$ cat src/arct_ram.sv
`timescale 1ns / 1ps
module arct_ram #(
  parameter int unsigned Width = 32,
  parameter int unsigned Depth = 128
) (
  input  logic                     clk_i,
  input  logic                     we_i,
  input  logic [$clog2(Depth)-1:0] waddr_i,
  input  logic [Width-1:0]         wdata_i,
  input  logic [$clog2(Depth)-1:0] raddr_i,
  output logic [Width-1:0]         rdata_o
);

  logic [Width-1:0] mem_q [Depth];
  logic [Width-1:0] rdata_q;

  always_ff @(posedge clk_i) begin
    if (we_i) begin
      mem_q[waddr_i] <= wdata_i;
    end
    rdata_q <= mem_q[raddr_i];
  end

  assign rdata_o = rdata_q;

endmodule

$ cat config.mk
export PLATFORM = sky130hd
export DESIGN_NAME = arct_ram
export DESIGN_NICKNAME = d
export VERILOG_FILES = /design/src/arct_ram.sv
export SDC_FILE = /design/constraint.sdc
export NUM_CORES = 2
export LEC_CHECK = 0
export BUFFER_PORTS_ARGS = -buffer_cell sky130_fd_sc_hd__buf_2
export CAP_MARGIN = 20
export CORE_MARGIN = 2
export CORE_UTILIZATION = 57
export DETAILED_ROUTE_END_ITERATION = 6
export GPL_ROUTABILITY_DRIVEN = 0
export PLACE_DENSITY = 0.73
export REMOVE_ABC_BUFFERS = 1
export SLEW_MARGIN = 5
export SYNTH_ARGS = -nofsm -noshare
export SYNTH_HDL_FRONTEND = slang
export SYNTH_SLANG_ARGS = --single-unit
$ cat constraint.sdc
create_clock -name clk_i -period 4.05 [get_ports clk_i]
set_input_delay 0.81 -clock clk_i [delete_from_list [all_inputs] [get_ports clk_i]]
set_output_delay 0.81 -clock clk_i [all_outputs]
set_load 0.01 [all_outputs]
; Word-level counts from Yosys, hierarchy flattened
; Memory sizes are Yosys's and may differ from the RTL's. A register that Yosys moved wholly into a read port is not among the register bits.
; Cells that the tools add are included.
[word_totals]
ram_bits = 4096
n_memories = 1
in_bits = 48
reg_bits = 0
elab_cells = 3
[classes]
mux = 2
[mem_list]
columns = memory, words, width, read_ports, rd_clocked_by_memory_dff, wr, line
row1 = mem_q, 128, 32, 1, 1, 1, 14  ; logic [Width-1:0] mem_q [Depth];
[op_table]
columns = op, n
row1 = $mux 1, 2

; Depth between registers and ports, before layout
[depth]
depth_word = 2
depth_mapped = 8

; Worst setup path before layout
; OpenSTA, ideal clock, no wires.
[synth_timing]
path_kind = input -> register
start = in we_i
end = mem mem_q[98][0] (enable)
required_ps = 3589
stages = 3
arrival_time_ps = 3588
path_slack_ps = 1
cell_sequence = clkbuf_1 -> nand4_1 -> nor3_1
[synth_via]
elab_chain_cells = 2
[synth_rtl]
columns = item, line
row1 = from (decl), 7  ; input logic we_i,
row2 = $mux 1, 18  ; if (we_i) begin
row3 = $mux 1 (implied by the code), 19  ; mem_q[waddr_i] <= wdata_i;
row4 = to (decl), 14
; Every way passes these cells.

==> reports/metrics.cfg <==
[outcome]
outcome = finished clean

[power]
peakVddDrop_uv = 379.4
powerDensity_mw_per_mm2 = 498.4
leakagePower_nw = 55.28

[final_layout]
nets = 6608
final_common_cell = edfxtp_1
area_growth_pct = 14.55
fin_cells = 10510
drive_gt1_share_pct = 37.23
final_cell_mix = edfxtp_1 (4096), mux4_2 (1344), clkbuf_16 (405), buf_4 (295), buf_12 (143)

[clock_tree]
clk_pin_slew_ps = 60
cts_max_path_buffers = 4
cts_max_level = 5
insertion_delay_ps = 980
cts_hold_repair.buffers = 0
clock_sinks = 4128
cts_buffers = 396
cts_setup_buffers = 0
root_buffer = clkbuf_16
cts_tree = built
ctsResizeCount = 0

[synth]
yosysWarnings = 0
syn-cell-area_mm2 = 0.1563
synth_top_area_share_pct = 78.71
synth_cell_types = 17
synthCells = 5990
syn_area_per_cell_um2 = 26.09
synth-seq-cells = 4128
synth_area_leaders = edfxtp_1 (79%), mux4_2 (19%), clkbuf_1 (0.44%)
synth_area_leader_cell = edfxtp_1
synth-seq-area-share_pct = 79.12

[drt]
drtAntennaViolNets = 0
wl_per_cell_um = 38.99
routed_via_density = 6.944
drt-total-wl_um = 409500
highest_layer = met5
met1_length_um = 143700
drcViolationCount = 0
drt-initial-drc-count = 11720
dr_wl_met3_um = 52330
dr.pass1.iters = 6
wl_met2_um = 197300
route.vias.total = 72950

[global_routing]
grt_overflow = 0
track_usage_pct = 29.60
antenna_found_initial = 62
grt_max_degree = 114
grt_pass1_vias = 72740
grt_pass1_wl_um = 568900

[setup_path]
start_kind = input port
worstSetupPathType = input port to flop
endpoint_kind = flop
cp.arrival_ps = 3960
worstPathRequired_ps = 4900
path_max_fanout = 30

[floorplan]
design.die.area_mm2 = 0.2784
rows = 192
start_util_pct = 57.21
core_area_mm2 = 0.2731
chipWidth_um = 527.6
fp.dieH_um = 527.6
ios = 80

[min_path]
hp-class = input port to flop

[sta]
finalSetupTns_ps = 0
relSlewSlack_pct = 21.28
finalCritPeriodShare_pct = 76.89
fin_skew_ps = 72.78
fmax_mhz = 321.1
tightest_slew_ps = 1181
rsz0062_at_grt = false
setup_violations = 0
hold_viol = 0
post-route-min-period_ps = 3114
maxSlewViolCount = 0

[placement]
dpl.hpwl_um = 218500
place_inst = 9737
portBuffers = 79

[run]
cap_violations = 0

[synth_stat cells (all sizes together)]
master  number
nand4        3
edfxtp    4096
mux2        32
nand3       12
mux4      1344
nor3         9
nand2       14
dfxtp       32
buf        134
nand2b       2
clkbuf     182
or3          1
nor2b        7
nor2       122
[registers in the layout (all words and copies together) (netlist names)]
register,cells
mem_q,4096
rdata_o,32
[layer usage]
| metal | vias up | track usage (%) |
|---|---|---|
| li1 | 27590 | - |
| met1 | 39200 | 41.66 |
| met2 | 5354 | 46.17 |
| met3 | 778 | 7.064 |
| met4 | 28 | 10.47 |
| met5 | - | 0 |
[cell type report]
| class | instances | area, um2 |
|---|---|---|
| flip-flops and latches | 4128 | 123600 |
| multi-input cells | 1546 | 32290 |
| repair buffers | 488 | 5493 |
| clock buffers | 504 | 10630 |
| well taps | 3589 | 4491 |
| clock inverters | 229 | 2421 |
| fillers | 16140 | 94130 |
| diodes | 21 | 52.55 |
[path summary, 6_finish.rpt]
path	cells after the start	slack, ps	from	to
setup / recovery	9	940	raddr_i[0]	rdata_o[27]$_DFF_P_
hold / removal	1	250	wdata_i[3]	mem_q[9][3]$_DFFE_PP_
setup reg to reg	4	1300	mem_q[14][28]$_DFFE_PP_	rdata_o[28]$_DFF_P_
hold reg to reg	4	1140	mem_q[42][24]$_DFFE_PP_	rdata_o[24]$_DFF_P_
[metrics by stage]
step	utilization, %	setup slack [ps]	hold WS [ps]	power (mW)	cell area, um2
after global placement	60.62	23.98	1111	52.72	165600
after global routing	65.53	936.7	225.6	91.22	179000
final	65.54	936.0	250.9	89.22	179000
after detailed placement	60.62	6.734	1113	52.83	165600
after CTS	65.40	1009	308.4	89.48	178600
after floorplan	-	33.50	908.9	49.90	155000
[power by group]
part | internal [mW] | switching (mW)
logic | 1.89 | 2.85
registers | 47.2 | 0.157
clock network | 21.3 | 15.9
[worst max-delay path, stage by stage]
cell and delay, ps:
buf_12 240, buf_12 230, buf_12 170, buf_12 240, buf_4 240, mux4_2 560, mux4_2 590, mux4_2 500
mux2_2 290
[logic make-up after synthesis]
| group | count (synthesis) | share of synthesized area, % |
|---|---|---|
| buffers and inverters | 316 | 0.8391 |
| multiplexers | 1376 | 19.60 |
| AND/OR/NAND/NOR | 170 | 0.4460 |
| flip-flops | 4128 | 79.12 |
(Power assumes the default switching activity.)
